**config.mk**
```make
export PLATFORM = sky130hd
export DESIGN_NAME = coalescing_event_queue
export DESIGN_NICKNAME = d
export VERILOG_FILES = /design/src/rtl/core/cevq_pkg.sv /design/src/rtl/core/coalescing_event_queue.sv
export SDC_FILE = /design/constraint.sdc
export NUM_CORES = 1
export LEC_CHECK = 0
export BUFFER_PORTS_ARGS = -buffer_cell sky130_fd_sc_hd__buf_2
export CORE_ASPECT_RATIO = 1.4
export CORE_MARGIN = 4
export CORE_UTILIZATION = 65
export CTS_CLUSTER_DIAMETER = 40
export DETAILED_ROUTE_END_ITERATION = 16
export PLACE_DENSITY_LB_ADDON = 0.08
export SETUP_SLACK_MARGIN = 0.05
export SLEW_MARGIN = 10
export SYNTH_ARGS = -nofsm -noshare
export SYNTH_HDL_FRONTEND = slang
export SYNTH_SLANG_ARGS = --single-unit
```
**constraint.sdc**
```tcl
create_clock -name clk -period 10.5 [get_ports clk]
set_input_delay 1.05 -clock clk [delete_from_list [all_inputs] [get_ports clk]]
set_output_delay 1.05 -clock clk [all_outputs]
set_load 0.01 [all_outputs]
```
**src/rtl/core/cevq_pkg.sv**
```systemverilog
// types, constants and helpers of the coalescing event queue
// no dependencies
`default_nettype none

package cevq_pkg;

  localparam int QUEUE_DEPTH = 16;
  localparam int PTR_W = $clog2(QUEUE_DEPTH);
  localparam int ID_W = 16;
  localparam int VOL_W = 8;

  typedef enum logic {
    ACT_POST = 1'b0,
    ACT_POP  = 1'b1
  } action_t;

  typedef enum logic [2:0] {
    ST_QUEUED  = 3'd0,
    ST_MERGED  = 3'd1,
    ST_DROPPED = 3'd2,
    ST_POPPED  = 3'd3,
    ST_EMPTY   = 3'd4
  } status_t;

  typedef struct packed {
    action_t          action;
    logic [ID_W-1:0]  sound_id;
    logic [VOL_W-1:0] volume;
  } cevq_req_t;

  typedef struct packed {
    status_t          status;
    logic [ID_W-1:0]  out_sound_id;
    logic [VOL_W-1:0] out_volume;
  } cevq_rsp_t;

  typedef struct packed {
    logic [ID_W-1:0]  id;
    logic [VOL_W-1:0] vol;
  } cevq_entry_t;

  function automatic logic [PTR_W-1:0] ptr_next(input logic [PTR_W-1:0] p);
    ptr_next = (p == PTR_W'(QUEUE_DEPTH - 1)) ? '0 : p + 1'b1;
  endfunction

endpackage

`default_nettype wire

```
**src/rtl/core/coalescing_event_queue.sv**
```systemverilog
// coalescing event queue of sound requests: ring buffer in one synchronous memory
// depends on cevq_pkg
`default_nettype none

// A request either posts a sound (action post) or pops the oldest pending one.
// A post scans the pending entries from head to tail, one memory read per
// cycle, and merges into the first entry with the same sound id, keeping the
// larger volume; without a match it is appended, or dropped when QUEUE_DEPTH-1
// entries are pending. The response of a post is loaded once the scan ends
// at a match or at the tail, and a post to an empty queue is appended without
// a scan; a pop reads the head entry in S_POP and then loads it, and a pop of
// an empty queue goes straight to the result with status empty. The next request
// is taken only after the response is loaded and the block is idle again.
// The scan is serial since the entry memory has a single read port. One request
// is in work at a time; the response register holds a finished response while
// the next request is accepted, and a finished response waits for that
// register to drain when the receiver stalls.
module coalescing_event_queue
  import cevq_pkg::*;
(
  input  logic      clk,
  input  logic      rst,
  input  logic      req_valid,
  output logic      req_ready,
  input  cevq_req_t req,
  output logic      rsp_valid,
  input  logic      rsp_ready,
  output cevq_rsp_t rsp
);

  typedef enum logic [1:0] {
    S_IDLE,
    S_SEARCH,
    S_POP,
    S_RESULT
  } state_t;

  state_t           state;
  logic [PTR_W-1:0] rd_ptr;
  logic [PTR_W-1:0] wr_ptr;
  logic [PTR_W-1:0] p;
  cevq_req_t        req_q;
  cevq_rsp_t        res;

  cevq_entry_t      mem [QUEUE_DEPTH];
  cevq_entry_t      rd_data;
  logic             mem_we;
  logic [PTR_W-1:0] mem_waddr;
  cevq_entry_t      mem_wdata;
  logic [PTR_W-1:0] mem_raddr;

  logic             accept;
  logic             empty;
  logic             full;
  logic             hit;
  logic             last;
  logic [PTR_W-1:0] p_next;
  logic             rsp_load;

  assign req_ready = (state == S_IDLE) && !rst;
  assign accept    = req_valid && req_ready;
  assign empty     = (rd_ptr == wr_ptr);
  assign full      = (ptr_next(wr_ptr) == rd_ptr);
  assign p_next    = ptr_next(p);
  assign hit       = (rd_data.id == req_q.sound_id);
  assign last      = (p_next == wr_ptr);
  assign rsp_load  = (state == S_RESULT) && (!rsp_valid || rsp_ready);

  always_comb begin
    mem_we    = 1'b0;
    mem_waddr = wr_ptr;
    mem_wdata = '{id: req_q.sound_id, vol: req_q.volume};
    mem_raddr = (state == S_IDLE) ? rd_ptr : p_next;
    case (state)
      S_IDLE: begin
        if (accept && req.action == ACT_POST && empty) begin
          mem_we    = 1'b1;
          mem_wdata = '{id: req.sound_id, vol: req.volume};
        end
      end
      S_SEARCH: begin
        if (hit) begin
          mem_we    = (req_q.volume > rd_data.vol);
          mem_waddr = p;
        end else if (last && !full) begin
          mem_we = 1'b1;
        end
      end
      default: begin
      end
    endcase
  end

  always_ff @(posedge clk) begin
    if (mem_we) begin
      mem[mem_waddr] <= mem_wdata;
    end
    rd_data <= mem[mem_raddr];
  end

  always_ff @(posedge clk) begin
    if (rst) begin
      state     <= S_IDLE;
      rd_ptr    <= '0;
      wr_ptr    <= '0;
      rsp_valid <= 1'b0;
    end else begin
      if (rsp_load) begin
        rsp_valid <= 1'b1;
      end else if (rsp_ready) begin
        rsp_valid <= 1'b0;
      end
      case (state)
        S_IDLE: begin
          if (accept) begin
            req_q <= req;
            p     <= rd_ptr;
            res   <= '{status: (req.action == ACT_POP && empty) ? ST_EMPTY : ST_QUEUED,
                       out_sound_id: '0, out_volume: '0};
            if (req.action == ACT_POST) begin
              if (empty) begin
                wr_ptr <= ptr_next(wr_ptr);
                state  <= S_RESULT;
              end else begin
                state <= S_SEARCH;
              end
            end else begin
              if (empty) begin
                state <= S_RESULT;
              end else begin
                state <= S_POP;
              end
            end
          end
        end
        S_SEARCH: begin
          p <= p_next;
          if (hit) begin
            res.status <= ST_MERGED;
            state      <= S_RESULT;
          end else if (last) begin
            if (full) begin
              res.status <= ST_DROPPED;
            end else begin
              res.status <= ST_QUEUED;
              wr_ptr     <= ptr_next(wr_ptr);
            end
            state <= S_RESULT;
          end
        end
        S_POP: begin
          res    <= '{status: ST_POPPED, out_sound_id: rd_data.id, out_volume: rd_data.vol};
          rd_ptr <= ptr_next(rd_ptr);
          state  <= S_RESULT;
        end
        S_RESULT: begin
          if (rsp_load) begin
            rsp   <= res;
            state <= S_IDLE;
          end
        end
        default: begin
          state <= S_IDLE;
        end
      endcase
    end
  end

  // search never runs past the tail
  assert property (@(posedge clk) disable iff (rst)
    state == S_SEARCH |-> p != wr_ptr)
    else $error("search pointer reached tail");

  // an accepted request always leaves idle
  assert property (@(posedge clk) disable iff (rst)
    accept |=> state != S_IDLE)
    else $error("accepted request not taken into work");

  // a pop of a pending entry advances the head
  assert property (@(posedge clk) disable iff (rst)
    state == S_POP |=> rd_ptr != $past(rd_ptr))
    else $error("pop did not advance head");

  // only pops carry payload
  assert property (@(posedge clk) disable iff (rst)
    rsp_valid && rsp.status != ST_POPPED |-> rsp.out_sound_id == '0 && rsp.out_volume == '0)
    else $error("non-pop response carries payload");

  // the memory is written only on a post
  assert property (@(posedge clk) disable iff (rst)
    mem_we |-> (state == S_SEARCH || (state == S_IDLE && accept && req.action == ACT_POST)))
    else $error("memory write outside a post");

endmodule

`default_nettype wire
```
Yosys cells after proc, flatten, opt, wreduce, memory -nomap -nowiden
Memory sizes are Yosys's and may differ from the RTL's. A register that Yosys moved wholly into a read port is not among the register bits.
Index checks and enable logic that the tools add are counted.
W data, S select, Z words.
- add/subtract/negate cells: 3
- order comparisons: 1
- eq/ne operators: 18
- muxes and demuxes: 40
- bitwise gates (word level): 2
- reduce and logical (&&, ||, !) cells: 23
- operator list (operator ; number):
    $mux W4 ; 13
    $mux W24 ; 2
    $pmux W24 S2 ; 1
    $mux W27 ; 1
    $eq A16 B16 Y1 ; 1
    $pmux W4 S2 ; 2
    $reduce_and A3 Y1 ; 5
    $mux W2 ; 7
    $ne A2 B2 Y1 const B ; 7
    $add A4 B1 Y4 const B ; 3
    $eq A4 B4 Y1 ; 3
    $eq A4 B4 Y1 const B ; 3
    $mux W3 ; 3
    $pmux W3 S3 ; 1
    $gt A8 B8 Y1 ; 1
    $mux W1 ; 8
    $pmux W2 S4 ; 1
    $logic_and A1 B1 Y1 ; 7
    $reduce_and A7 Y1 ; 1
    $reduce_bool A2 Y1 ; 3
    $eq A2 B2 Y1 const B ; 2
    $reduce_and A4 Y1 ; 1
    $logic_not A1 Y1 ; 3
    $ne A3 B3 Y1 const B ; 1
    other kinds (6) ; 7
- bits in registers: 93
- RAM bits: 384
- output and inout port bits: 29
- logic and storage cells: 101
- memories kept: 1
- memories (name ; words ; width ; read ports ; clocked after memory_dff ; wr ports ; RTL line ; source):
    mem ; 16 ; 24 ; 1 ; 1 ; 1 ; coalescing_event_queue.sv:45 ; cevq_entry_t mem [QUEUE_DEPTH];

Depth between registers and ports, before layout
Gate-level depths: netlist (run 1).
- word-level depth: 10
- mapped depth: 10
- mapped depth without buffers: 8

Least setup slack after synthesis (run 1)
No wires, ideal clock.
- path type: input -> register
- start point: input port rst
- end point: memory mem[5][0] in the netlist's numbering (enable)
- library setup time: 435 ps
- arrival: 4945 ps
- path slack: 5120 ps
- stages: 7
- path buffers: 2
- path through: clkbuf_1 > nor2_1 > nand3b_1 > clkinv_1 > a211oi_4 > buf_6 > nor3_1
- longest elaborated chain between the ends: 9
- ends and longest elaborated chain (item ; RTL line ; source):
    start, declared ; coalescing_event_queue.sv:22 ; input logic rst,
    $logic_not A1 Y1 ; coalescing_event_queue.sv:60 ; assign req_ready = (state == S_IDLE) && !rst;
    $logic_and A1 B1 Y1 ; coalescing_event_queue.sv:60 ;
    $logic_and A1 B1 Y1 ; coalescing_event_queue.sv:61 ; assign accept = req_valid && req_ready;
    $logic_and A1 B1 Y1 (2 in a row) ; coalescing_event_queue.sv:76 ; if (accept && req.action == ACT_POST && empty) begin
    $mux W1 ; coalescing_event_queue.sv:76 ;
    $pmux W1 S2 ; coalescing_event_queue.sv:74 ; case (state)
    $mux W1 ; coalescing_event_queue.sv:95 ; if (mem_we) begin
    $mux W1 (not written as such) ; coalescing_event_queue.sv:96 ; mem[mem_waddr] <= mem_wdata;
    end, declared ; coalescing_event_queue.sv:45 ;
Every way passes these cells.

Final worst setup path (run 1)
- start point: register state[0]
- end point: memory mem[3][6] in the netlist's numbering (enable)
- longest elaborated chain between the ends: 9
- elaborated cells on any way between the ends: 11
- those cells by class: 1 x eq/ne; 5 x mux; 5 x reduce/logical
- ends and longest elaborated chain (item ; RTL line ; source):
    start, declared ; coalescing_event_queue.sv:38 ; state_t state;
    start signal, assigned ; coalescing_event_queue.sv:103 ; state <= S_IDLE;
    start signal, assigned ; coalescing_event_queue.sv:123 ; state <= S_RESULT;
    start signal, assigned ; coalescing_event_queue.sv:125 ; state <= S_SEARCH;
    $logic_not A2 Y1 ; coalescing_event_queue.sv:60, coalescing_event_queue.sv:74 ;
    $logic_and A1 B1 Y1 ; coalescing_event_queue.sv:60 ;
    $logic_and A1 B1 Y1 ; coalescing_event_queue.sv:61 ;
    $logic_and A1 B1 Y1 (2 in a row) ; coalescing_event_queue.sv:76 ;
    $mux W1 ; coalescing_event_queue.sv:76 ;
    $pmux W1 S2 ; coalescing_event_queue.sv:74 ;
    $mux W1 ; coalescing_event_queue.sv:95 ;
    $mux W1 (not written as such) ; coalescing_event_queue.sv:96 ;
Several ways; a longest one is shown, not always the timed one.

==> summary.md, run 1 <==
| Metric | Value |
|---|---|
| Power per cell area | 253 nW/um^2 |
| Total power | 5.66 mW |
| Root Buffer | clkbuf_16 |
| Most frequent cell after synthesis | edfxtp_1 |
| Clk sinks | 501 |
| CTS clk-pin slew, worst paths | 0.06 ns |
| TritonCTS clock tree | yes |
| Slew @ Worst Pin | 1.14 ns |
| Worst min-delay path class | flop to flop |
| Fin cells | 1560 |
| Synth unique cells | 56 |
| I/O pin total | 58 |
| Die X | 156 um |
| Core ar. | 30000 um^2 |
| Final Max Slew Viols | 0 |
| Final hold violation count | 0 |
| First-pass GRT wire length | 63.7 mm |
| Clock Skew | 0.0205 ns |
| Gate Count Post-Synth | 1056 |
| Worst-Skew Late Latency | 0.57 ns |
| CTS Hold Bufs | 0 |
| Max Freq | 0.210 GHz |
| Cell row count | 75 |
| Worst EP arrival | 5.00 ns |
| Final period util | 45.3% |
| Max-cap violation count | 0 |
| Yosys warns | 0 |
| Maximum vdd drop | 0.000253 V |
| Min cycle time layout | 4.76 ns |
| Final ANT Viol Nets | 0 |
| Vias | 10100 |
| Syn Nets | 1101 |
| Pre-antenna DRT Iters | 5 |
| Register bit total from synthesis | 501 |
| CTS buffer count | 48 |
| Yosys top cell area share | 70.7% |
| Synth top cells by count | 466 x edfxtp_1, 96 x mux4_2, 80 x nand2_1, 42 x a21oi_1, 35 x dfxtp_1 |
| Synth Area per Inst | 18.7 um^2 |
| Top_reg_cell synth | edfxtp_1 |
| Setup CP Type | flop to flop |
| Top cells by area, synth | edfxtp_1 71%, mux4_2 11%, dfxtp_1 3.5% |
| Outcome | finished clean |
| CP startpoint kind | flop |
| Cell depth of the worst flop-to-flop path | 10 |
| Chip height | 215 um |
| Worst Setup End Kind | flop |
| Worst slew margin | 22.1% |
| Largest net degree at the start of global routing | 97 |
| Sequential share of the synthesized area | 74.2% |
| Mean number of vias per cell | 6.45 |
| Worst-path fanout max | 26 |
| Ant diodes | 0 |
| Vias in the first global route | 10400 |
| Postcts setup bufs | 0 |
| Drt wl/cell | 26.7 um |
| Lkg Pwr | 7.58 nW |
| Synth async-reset ratio | 0% |
| I/O Buffers | 57 |
| Post-DP HPWL | 23.1 mm |
| Gr ovfl total | 0 |
| Maximum buffer depth of the clock tree | 3 |
| Initial core utilization | 65.9% |
| Area of the die | 33400 um^2 |
| GRT Resource Usage Total | 25.7% |
| Hold path depth | 0 |
| Setup violators final | 0 |
| Worst Path Required | 10.75 ns |
| Placed cells | 1470 |
| Share of layout cells above drive strength 1 | 25.3% |
| CTS H-tree lvls | 2 |
| NumNets Final | 1180 |
| P&R area growth vs syn | 13.3% |
| RD Place Congestion | 0.785 |
| Top cell type by total area after synthesis | edfxtp_1 |
| Post-synth EDFFs | 466 |
| RSZ-0062 raised after global routing | no |
| 1st-iter DRT viols | 840 |
| Post-Syn Area | 19800 um^2 |
| Cts repair resizes | 0 |
| DRC violations left | 0 |
| Initial antenna violation count | 1 |
| Routed WL | 41.7 mm |
| Setup tns final | 0 ns |
state kept, by name (all words and copies together), names as in the netlist:
| signal | count |
|---|---|
| rsp_valid | 1 |
| req_q | 24 |
| rsp | 27 |
| rd_ptr | 4 |
| mem | 384 |
| p | 4 |
| state | 2 |
| rd_data | 24 |
| res | 27 |
| wr_ptr | 4 |
worst max-delay path, cell delays in order (launching register included):
cell	delay [ns]
dfxtp_1	0.38
inv_1	0.10
ha_1	0.44
nand2_1	0.26
nor2_4	0.19
nand3b_1	0.15
buf_4	0.36
clkinv_1	0.89
a211oi_4	1.14
nor3_2	0.14
buf_4	0.36
through the flow:
step / setup slack [ns] / hold WS [ns] / area [um^2] / util, %
floorplan: 5.12 / 0.400 / 19800 / -
global placement: 5.64 / 0.400 / 20600 / 68.7
detailed placement: 5.52 / 0.405 / 20600 / 68.7
CTS: 5.71 / 0.419 / 22400 / 74.7
global route: 5.46 / 0.421 / 22400 / 74.7
finish: 5.74 / 0.418 / 22400 / 74.7
routing by layer:
metal | part of all wire, % | global-route usage (%)
met5 | 0 | 0
met4 | 3.2 | 8.44
met1 | 39 | 35.8
met2 | 51 | 42.6
met3 | 6.8 | 3.86
power by group:
part	internal, mW	total [mW]	switching, mW	leakage (nW)
logic	0.577	1.29	0.709	2.20
clock network	1.17	1.90	0.724	0.871
registers	2.39	2.48	0.0878	4.51
worst paths after layout:
check / from / endpoint / slack, ns
max reg2reg: state[0]$_SDFFE_PP0P_ / mem[3][6]$_DFFE_PP_ / 5.74
max: state[0]$_SDFFE_PP0P_ / mem[3][6]$_DFFE_PP_ / 5.74
min reg2reg: res[17]$_SDFFCE_PP0P_ / rsp[17]$_DFFE_PP_ / 0.42
min: res[17]$_SDFFCE_PP0P_ / rsp[17]$_DFFE_PP_ / 0.42
final cells by class:
type	instances	area, um^2
sequential	501	14700
fill	1719	7600
multi-input combinational	481	4890
clock buffer	66	1380
timing repair buffer	85	508
tap	385	482
clock inverter	24	399
inverter	18	67.6
logic make-up (layout without fill, tap and decap cells):
group | after synthesis | after routing | share of synthesized area (%)
AOI/OAI and AO/OA | 106 | 106 | 3.85
adders and majority gates | 16 | 16 | 1.01
and+or+nand+nor | 201 | 201 | 5.14
buffers and inverters | 74 | 193 | 1.81
muxes | 131 | 131 | 12.7
xor gates and xnor gates | 27 | 27 | 1.23
DFF | 501 | 501 | 74.2
cell usage in the layout (no fill, tap or decap), types with 9 or more instances in the layout:
master and n:
o21ai_0 9, a21oi_1 41, buf_4 27, bufinv_16 10, clkbuf_1 9, and2_1 19
ha_1 16, xnor2_1 23, nor2_1 21, buf_2 57, a211oi_1 28, nand2_1 80
nor2b_1 32, clkbuf_16 50, mux2i_1 29, nor3_2 17, mux4_2 96, edfxtp_1 466
a31oi_1 9, dfxtp_1 35, inv_1 16
Note: power is estimated with default switching activity, not from simulation.
==> run 2: changes to the inputs <==
Settings changed: CORE_UTILIZATION 65 to 56.
Clock period 10.5 ns to 4.31 ns, I/O delays scaled along.
==> run 2 against run 1 <==
Combinational power grew to 2.5 times the previous value. Global-route usage shrank 2.3 points. Via count shrank 1.1%. Register-to-register slack lost 4.9 ns. Die area grew 15%. Clock skew shrank 0.0025 ns. Sequential power grew 140%. Count of clock-buffer cells in the layout shrank 1. Critical path type unchanged. Highest routed layer unchanged. First-iteration DRC count grew 1.4%. Core utilization shrank 9.9 points. Worst setup slack lost 4.9 ns. Largest cell class unchanged. Fmax grew 38%.
==> summary.md, run 2 (synthesis gave the netlist of run 1 again) <==
| Metric | Value |
|---|---|
| Power per cell area | 600 nW/um^2 (was 253 nW/um^2) |
| Internal | 9.74 mW (was 4.14 mW) |
| Biggest regs | mem (384), res (27), rsp (27) (unchanged) |
| Final Core Density | 64.8% (was 74.7%) |
| Cts repair resizes | 0 (unchanged) |
| Max-cap violation count | 0 (unchanged) |
| Design Area, Final | 22600 um^2 (was 22400 um^2) |
| Setup violators final | 0 (unchanged) |
| Min cycle time layout | 3.46 ns (was 4.76 ns) |
| CTS buffer count | 52 (was 48) |
| Ant diodes | 0 (unchanged) |
| Share of layout cells above drive strength 1 | 26.3% (was 25.3%) |
| Final ANT Viol Nets | 0 (unchanged) |
| Pre-antenna DRT Iters | 6 (was 5) |
| Worst min-delay path class | input port to flop (was flop to flop) |
| Final period util | 80.2% (was 45.3%) |
| CTS H-tree lvls | 2 (unchanged) |
| Switching share of power | 28.4% (was 26.9%) |
| RD Place Congestion | 0.796 (was 0.785) |
| Worst-path fanout max | 18 (was 26) |
| Mean number of vias per cell | 6.00 (was 6.45) |
| Max Freq | 0.289 GHz (was 0.210 GHz) |
| P&R area growth vs syn | 14.4% (was 13.3%) |
| Die X | 167 um (was 156 um) |
| Commonest non-fill, non-tap cell in the layout | edfxtp_1 (unchanged) |
| Core ar. | 35000 um^2 (was 30000 um^2) |
| Dpl ws | 0.916 ns (was 5.52 ns) |
| Vias | 9943 (was 10100) |
| Max reg flops | 384 (unchanged) |
| Most flop-heavy register | mem (unchanged) |
| Gr ovfl total | 0 (unchanged) |
| CTS clk-pin slew, worst paths | 0.06 ns (about the same) |
| Clock Skew | 0.0180 ns (was 0.0205 ns) |
| Root Buffer | clkbuf_16 (unchanged) |
| DRC violations left | 0 (unchanged) |
| Most frequent cells in the layout | 466 x edfxtp_1, 96 x mux4_2, 80 x nand2_1 (unchanged) |
| I/O pin total | 58 (unchanged) |
| I/O Buffers | 57 (unchanged) |
| Final Max Slew Viols | 0 (unchanged) |
| Clock power frac | 32.0% (was 33.5%) |
| Chip height | 230 um (was 215 um) |
| CTS Hold Bufs | 0 (unchanged) |
| Outcome | finished clean (unchanged) |
| Worst setup margin | 0.854 ns (was 5.74 ns) |
| Postcts setup bufs | 0 (unchanged) |
| Lkg Pwr | 7.75 nW (was 7.58 nW) |
| First-pass GRT wire length | 66.4 mm (was 63.7 mm) |
| Cell row count | 81 (was 75) |
| Worst EP arrival | 3.67 ns (was 5.00 ns) |
| TritonCTS clock tree | yes (unchanged) |
| Worst Setup End Kind | flop (unchanged) |
| RSZ-0062 raised after global routing | no (unchanged) |
| 1st-iter DRT viols | 852 (was 840) |
| Worst-Skew Late Latency | 0.57 ns (about the same) |
| Area of the die | 38500 um^2 (was 33400 um^2) |
| Post-DP HPWL | 26.7 mm (was 23.1 mm) |
| NumNets Final | 1204 (was 1180) |
| Maximum vdd drop | 0.000521 V (was 0.000253 V) |
| Initial core utilization | 56.6% (was 65.9%) |
| Vias in the first global route | 10200 (was 10400) |
| Drt wl/cell | 26.7 um (about the same) |
| Worst slew margin | 35.6% (was 22.1%) |
| Worst Path Required | 4.53 ns (was 10.75 ns) |
| Maximum buffer depth of the clock tree | 3 (unchanged) |
| GRT Resource Usage Total | 23.4% (was 25.7%) |
| Seq pwr share | 44.2% (was 43.8%) |
| Initial antenna violation count | 0 (was 1) |
| Routed WL | 44.2 mm (was 41.7 mm) |
| Placement Cell Area | 21000 um^2 (was 20600 um^2) |
| Slew @ Worst Pin | 0.940 ns (was 1.14 ns) |
| Clk sinks | 501 (unchanged) |
| Setup CP Type | flop to flop (unchanged) |
| Fillers | 2416 (was 1719) |
| Combinational Power Share | 23.8% (was 22.7%) |
| Net switching power | 3.85 mW (was 1.52 mW) |
| CP startpoint kind | flop (unchanged) |
| Final hold violation count | 0 (unchanged) |
| Largest net degree at the start of global routing | 72 (was 97) |
[run 2: cell types whose count changed in the layout (fill, tap and decap cells not counted), sizes merged]
| cell | change |
|---|---|
| bufinv | -7 |
| clkbuf | -1 |
| clkinv | +9 |
| buf | +20 |
| inv | +5 |
[run 2: layout make-up]
cell class              count  area, um^2  area share (%)
inverters                  18        67.6           0.298
multi-input cells         481        4950            21.9
clock inverters            31         293            1.29
flip-flops and latches    501       14700            64.9
repair buffers            105         683            3.02
well taps                 456         571            2.52
clock buffers              65        1380            6.10
[run 2: critical path, stage by stage, from the launching register on]
cell and delay [ns]:
dfxtp_1 0.59, ha_1 0.36, nor2b_1 0.13, a2111oi_4 0.43, nor4bb_4 0.13, nor4b_2 0.42, a211oi_4 0.07, buf_4 0.26
nor3_2 0.26, buf_4 0.43
[run 2: per-layer routing]
layer / routed length, um / vias up / global-route usage, %
li1: - / 4399 / -
met5: 0 / - / 0
met1: 17900 / 5137 / 32.4
met2: 22400 / 335 / 39.2
met3: 2710 / 72 / 3.87
met4: 1180 / 0 / 6.47
[run 2: worst paths after layout]
kind	start	to	slack, ns	cells after the start
setup / recovery	wr_ptr[0]$_SDFFE_PP0P_	mem[11][16]$_DFFE_PP_	0.85	9
hold / removal	req[6]	req_q[6]$_DFFE_PP_	0.05	1
setup reg to reg	wr_ptr[0]$_SDFFE_PP0P_	mem[11][16]$_DFFE_PP_	0.85	9
hold reg to reg	res[24]$_DFFE_PP_	rsp[24]$_DFFE_PP_	0.42	0
[run 2: power groups by stage]
stage          Clock [mW]  Sequential (mW)  Combinational, mW
2_1_floorplan           0             6.02               2.47
3_3_place_gp            0             6.10               3.27
3_5_place_dp            0             6.11               3.28
4_1_cts              4.43             6.01               3.30
5_1_grt              4.68             6.04               3.52
6_report             4.35             6.01               3.24
[run 2: metrics by stage]
stage	std cells	setup TNS, ns	hold WS (ns)	total power, mW
final	1657	0	0.0525	13.6
after global routing	1657	0	0.0317	14.2
after CTS	1657	0	0.0265	13.7
after detailed placement	1561	0	0.406	9.39
after global placement	1561	0	0.401	9.37
after floorplan	1056	-10.46	0.400	8.49
==> run 3: changes to the inputs <==
Settings changed: ABC_AREA set to 1, CORE_UTILIZATION 56 to 62.
Clock period 4.31 ns to 3.5 ns, I/O delays scaled along.
==> run 3 against run 2 <==
Count of clock-buffer cells in the layout is the same. Via count grew 34%. Largest cell class unchanged. Hold slack got worse by 0.029 ns. Critical path type unchanged.
==> summary.md, run 3 <==
| Metric | Value |
|---|---|
| Outcome | finished clean (unchanged) |
| Clock power frac | 28.4% (was 32.0%) |
| Yosys top cell area share | 67.3% (was 70.7%) |
| Yosys warns | 0 (unchanged) |
| Maximum buffer depth of the clock tree | 3 (unchanged) |
| Met1 global-route usage | 35.6% (was 32.4%) |
| Max Freq | 0.325 GHz (was 0.289 GHz) |
| CP dominant cell by count | nand2_1 (was buf_4) |
| Synth top cells by count | 466 x edfxtp_1, 324 x nand2_1, 287 x inv_1, 160 x nand3_1, 113 x a21oi_1 (was 466 x edfxtp_1, 96 x mux4_2, 80 x nand2_1, 42 x a21oi_1, 35 x dfxtp_1) |
| Share of layout cells above drive strength 1 | 11.5% (was 26.3%) |
| Placement Cell Area | 21900 um^2 (was 21000 um^2) |
| Setup tns final | 0 ns (unchanged) |
| Worst min-delay path class | input port to flop (unchanged) |
| Fillers | 2278 (was 2416) |
| Register bit total from synthesis | 501 (unchanged) |
| Reg-to-Reg Start | state[0]$_SDFFE_PP0P_ (was wr_ptr[0]$_SDFFE_PP0P_) |
| Initial core utilization | 62.7% (was 56.6%) |
| Clk sinks | 501 (unchanged) |
| Synth async-reset ratio | 0% (unchanged) |
| Top cell type by total area after synthesis | edfxtp_1 (unchanged) |
| Area of the die | 36600 um^2 (was 38500 um^2) |
| Commonest non-fill, non-tap cell in the layout | edfxtp_1 (unchanged) |
| Post-DP HPWL | 28.8 mm (was 26.7 mm) |
| GRT Resource Usage Total | 26.6% (was 23.4%) |
| CP startpoint kind | flop (unchanged) |
| Worst slew margin | 23.0% (was 35.6%) |
| Largest net degree at the start of global routing | 122 (was 72) |
| Combinational Power Share | 32.1% (was 23.8%) |
| Final hold violation count | 0 (unchanged) |
| Cell row count | 79 (was 81) |
| Design Area, Final | 23800 um^2 (was 22600 um^2) |
| Gr ovfl total | 0 (unchanged) |
| Biggest regs | mem (384), res (27), rsp (27) (unchanged) |
| CTS buffer count | 52 (unchanged) |
| Placed cells | 2249 (was 1561) |
| 1st-iter DRT viols | 1296 (was 852) |
| Top_reg_cell synth | edfxtp_1 (unchanged) |
| Syn Nets | 1838 (was 1101) |
| Worst-Skew Late Latency | 0.58 ns (was 0.57 ns) |
| Most frequent cells in the layout | 466 x edfxtp_1, 324 x nand2_1, 286 x inv_1 (was 466 x edfxtp_1, 96 x mux4_2, 80 x nand2_1) |
| Routed WL | 48.4 mm (was 44.2 mm) |
| Die X | 163 um (was 167 um) |
| First-pass GRT wire length | 73.6 mm (was 66.4 mm) |
| P&R area growth vs syn | 14.2% (was 14.4%) |
| Min cycle time layout | 3.07 ns (was 3.46 ns) |
| Top cells by area, synth | edfxtp_1 67%, nand2_1 5.8%, inv_1 5.2% (was edfxtp_1 71%, mux4_2 11%, dfxtp_1 3.5%) |
| Ant diodes | 0 (unchanged) |
| Reg2reg end | mem[4][1]$_DFFE_PP_ (was mem[11][16]$_DFFE_PP_) |
| Met2 Use GR | 44.8% (was 39.2%) |
| Setup CP Type | flop to flop (unchanged) |
| Pre-antenna DRT Iters | 5 (was 6) |
| Clock Skew | 0.0196 ns (was 0.0180 ns) |
| Lkg Pwr | 9.11 nW (was 7.75 nW) |
| Slew @ Worst Pin | 1.15 ns (was 0.940 ns) |
| Chip height | 225 um (was 230 um) |
| Vias in the first global route | 12900 (was 10200) |
| Hold endpoint | req_q[2]$_DFFE_PP_ (was req_q[6]$_DFFE_PP_) |
| CTS clk-pin slew, worst paths | 0.06 ns (about the same) |
| Net switching power | 6.92 mW (was 3.85 mW) |
| Synth unique cells | 30 (was 56) |
| Max-cap violation count | 0 (unchanged) |
| Most flop-heavy register | mem (unchanged) |
| Postcts setup bufs | 0 (unchanged) |
| Maximum vdd drop | 0.000558 V (was 0.000521 V) |
| Worst Setup End Kind | flop (unchanged) |
| Post-Syn Area | 20800 um^2 (was 19800 um^2) |
| Most used routing layer in global routing | met2 (unchanged) |
| Crit-path slowest cell | nand2_1 (was dfxtp_1) |
| Core ar. | 33200 um^2 (was 35000 um^2) |
| RD Place Congestion | 0.846 (was 0.796) |
| Sequential share of the synthesized area | 70.6% (was 74.2%) |
| DRC violations left | 0 (unchanged) |
| TritonCTS clock tree | yes (unchanged) |
| Final Max Slew Viols | 0 (unchanged) |
| Vias | 13400 (was 9943) |
| Seq pwr share | 39.5% (was 44.2%) |
| Final ANT Viol Nets | 0 (unchanged) |
| Post-synth EDFFs | 466 (unchanged) |
| Hold path depth | 1 (unchanged) |
| Fin cells | 2363 (was 1657) |
| CTS H-tree lvls | 2 (unchanged) |
| NumNets Final | 1921 (was 1204) |
| Worst-path fanout max | 25 (was 18) |
| Most frequent cell after synthesis | edfxtp_1 (unchanged) |
| R2r setup slk | 0.43 ns (was 0.85 ns) |
| Cell Chain, Critical Path | inv_1 -> ha_1 -> inv_2 -> nor2_2 -> nand2_1 -> nor2_1 -> nand3_1 -> inv_2 -> buf_4 -> nand2_1 -> nand2_1 (was ha_1 -> nor2b_1 -> a2111oi_4 -> nor4bb_4 -> nor4b_2 -> a211oi_4 -> buf_4 -> nor3_2 -> buf_4) |
| Internal | 12.4 mW (was 9.74 mW) |
| Hold Crit Start | req[2] (was req[6]) |
| Grt met3 use | 4.71% (was 3.87%) |
| I/O pin total | 58 (unchanged) |
| I/O Buffers | 57 (unchanged) |
| Worst Path Required | 3.80 ns (was 4.53 ns) |
| Final period util | 87.8% (was 80.2%) |
| RSZ-0062 raised after global routing | no (unchanged) |
| Cell depth of the worst flop-to-flop path | 11 (was 9) |
| Synth Area per Inst | 11.6 um^2 (was 18.7 um^2) |
| Worst EP arrival | 3.38 ns (was 3.67 ns) |
| Switching share of power | 35.8% (was 28.4%) |
| Setup violators final | 0 (unchanged) |
| Drt wl/cell | 20.5 um (was 26.7 um) |
| Power per cell area | 812 nW/um^2 (was 600 nW/um^2) |
| Mean number of vias per cell | 5.65 (was 6.00) |
| Max reg flops | 384 (unchanged) |
| Slowest stage delay, CP | 0.44 ns (was 0.59 ns) |
| Gate Count Post-Synth | 1793 (was 1056) |
| Root Buffer | clkbuf_16 (unchanged) |
| Initial antenna violation count | 0 (unchanged) |
run 3: changes by cell type after synthesis, moves of 36 or more:
cell      previous run  this run
a21oi_1             42       113
nand2_1             80       324
inv_1               16       287
nand3_1              5       160
nor2_1              22        58
mux4_2              96         0
buf_2               12        50
o21ai_0              9       104
o211ai_1             1        96
run 3: through the flow:
step	worst slack [ns]	hold slack, ns	util [%]	total power [mW]
2_1_floorplan	0.0621	0.400	-	12.2
6_report	0.426	0.0232	71.6	19.3
4_1_cts	0.329	0.000419	71.5	19.3
3_3_place_gp	0.284	0.401	65.8	13.7
5_1_grt	0.107	0.00704	71.6	20.4
3_5_place_dp	0.370	0.405	65.8	13.9
run 3: how the worst max path moves through the flow:
stage                     cells after the start              endpoint                  start  slack [ns]
after global routing                         11   mem[4][1]$_DFFE_PP_  state[0]$_SDFFE_PP0P_        0.11
final                                        11   mem[4][1]$_DFFE_PP_  state[0]$_SDFFE_PP0P_        0.43
after global placement                        9  mem[1][16]$_DFFE_PP_  state[0]$_SDFFE_PP0P_        0.28
after floorplan                              11  res[0]$_SDFFCE_PP0P_  state[0]$_SDFFE_PP0P_        0.06
after CTS                                    11   mem[2][9]$_DFFE_PP_  state[0]$_SDFFE_PP0P_        0.33
after detailed placement                     11  mem[15][8]$_DFFE_PP_  state[0]$_SDFFE_PP0P_        0.37
run 3: area by class of cell:
class                   instances  area, um^2  area share [%]
flip-flops and latches        501       14700            61.8
multi-input cells             915        4710            19.8
clock buffers                  65        1400            5.90
inverters                     290        1090            4.58
repair buffers                116         998            4.20
well taps                     445         557            2.34
clock inverters                31         314            1.32
run 3: power by group through the flow:
stage                     clock network [mW]  registers, mW  logic [mW]
after floorplan                            0           7.63        4.55
after global placement                     0           7.73        5.98
after detailed placement                   0           7.74        6.11
after CTS                               5.55           7.62        6.17
after global routing                    5.79           7.67        6.93
final                                   5.48           7.63        6.20
run 3: cells by family (layout without fill, tap and decap cells):
| family | after synthesis | count (layout) | synth area share, % |
|---|---|---|---|
| buffers and inverters | 377 | 502 | 7.53 |
| adders and majority gates | 16 | 16 | 0.962 |
| DFF | 501 | 501 | 70.6 |
| xor gates and xnor gates | 3 | 3 | 0.126 |
| AOI/OAI and AO/OA | 335 | 335 | 9.35 |
| and+or+nand+nor | 561 | 561 | 11.4 |
run 3: critical path: cells and delay by family, from the launching register on:
| family | cells | cell delay (ns) |
|---|---|---|
| adders and majority gates | 1 | 0.42 |
| buffers and inverters | 4 | 1.06 |
| DFF | 1 | 0.34 |
| and+or+nand+nor | 6 | 0.96 |
run 3: metal layers:
metal,vias up,part of all wire (%)
li1,6348,-
met1,6398,40
met2,500,50
met3,105,7.0
met4,0,3.1
met5,-,0
run 3: repair_timing:
action	in CTS	in global routing
hold buffers	17	1
endpoints found under the setup margin	0	64
gates resized for setup	0	4
endpoints found under the hold margin	17	1
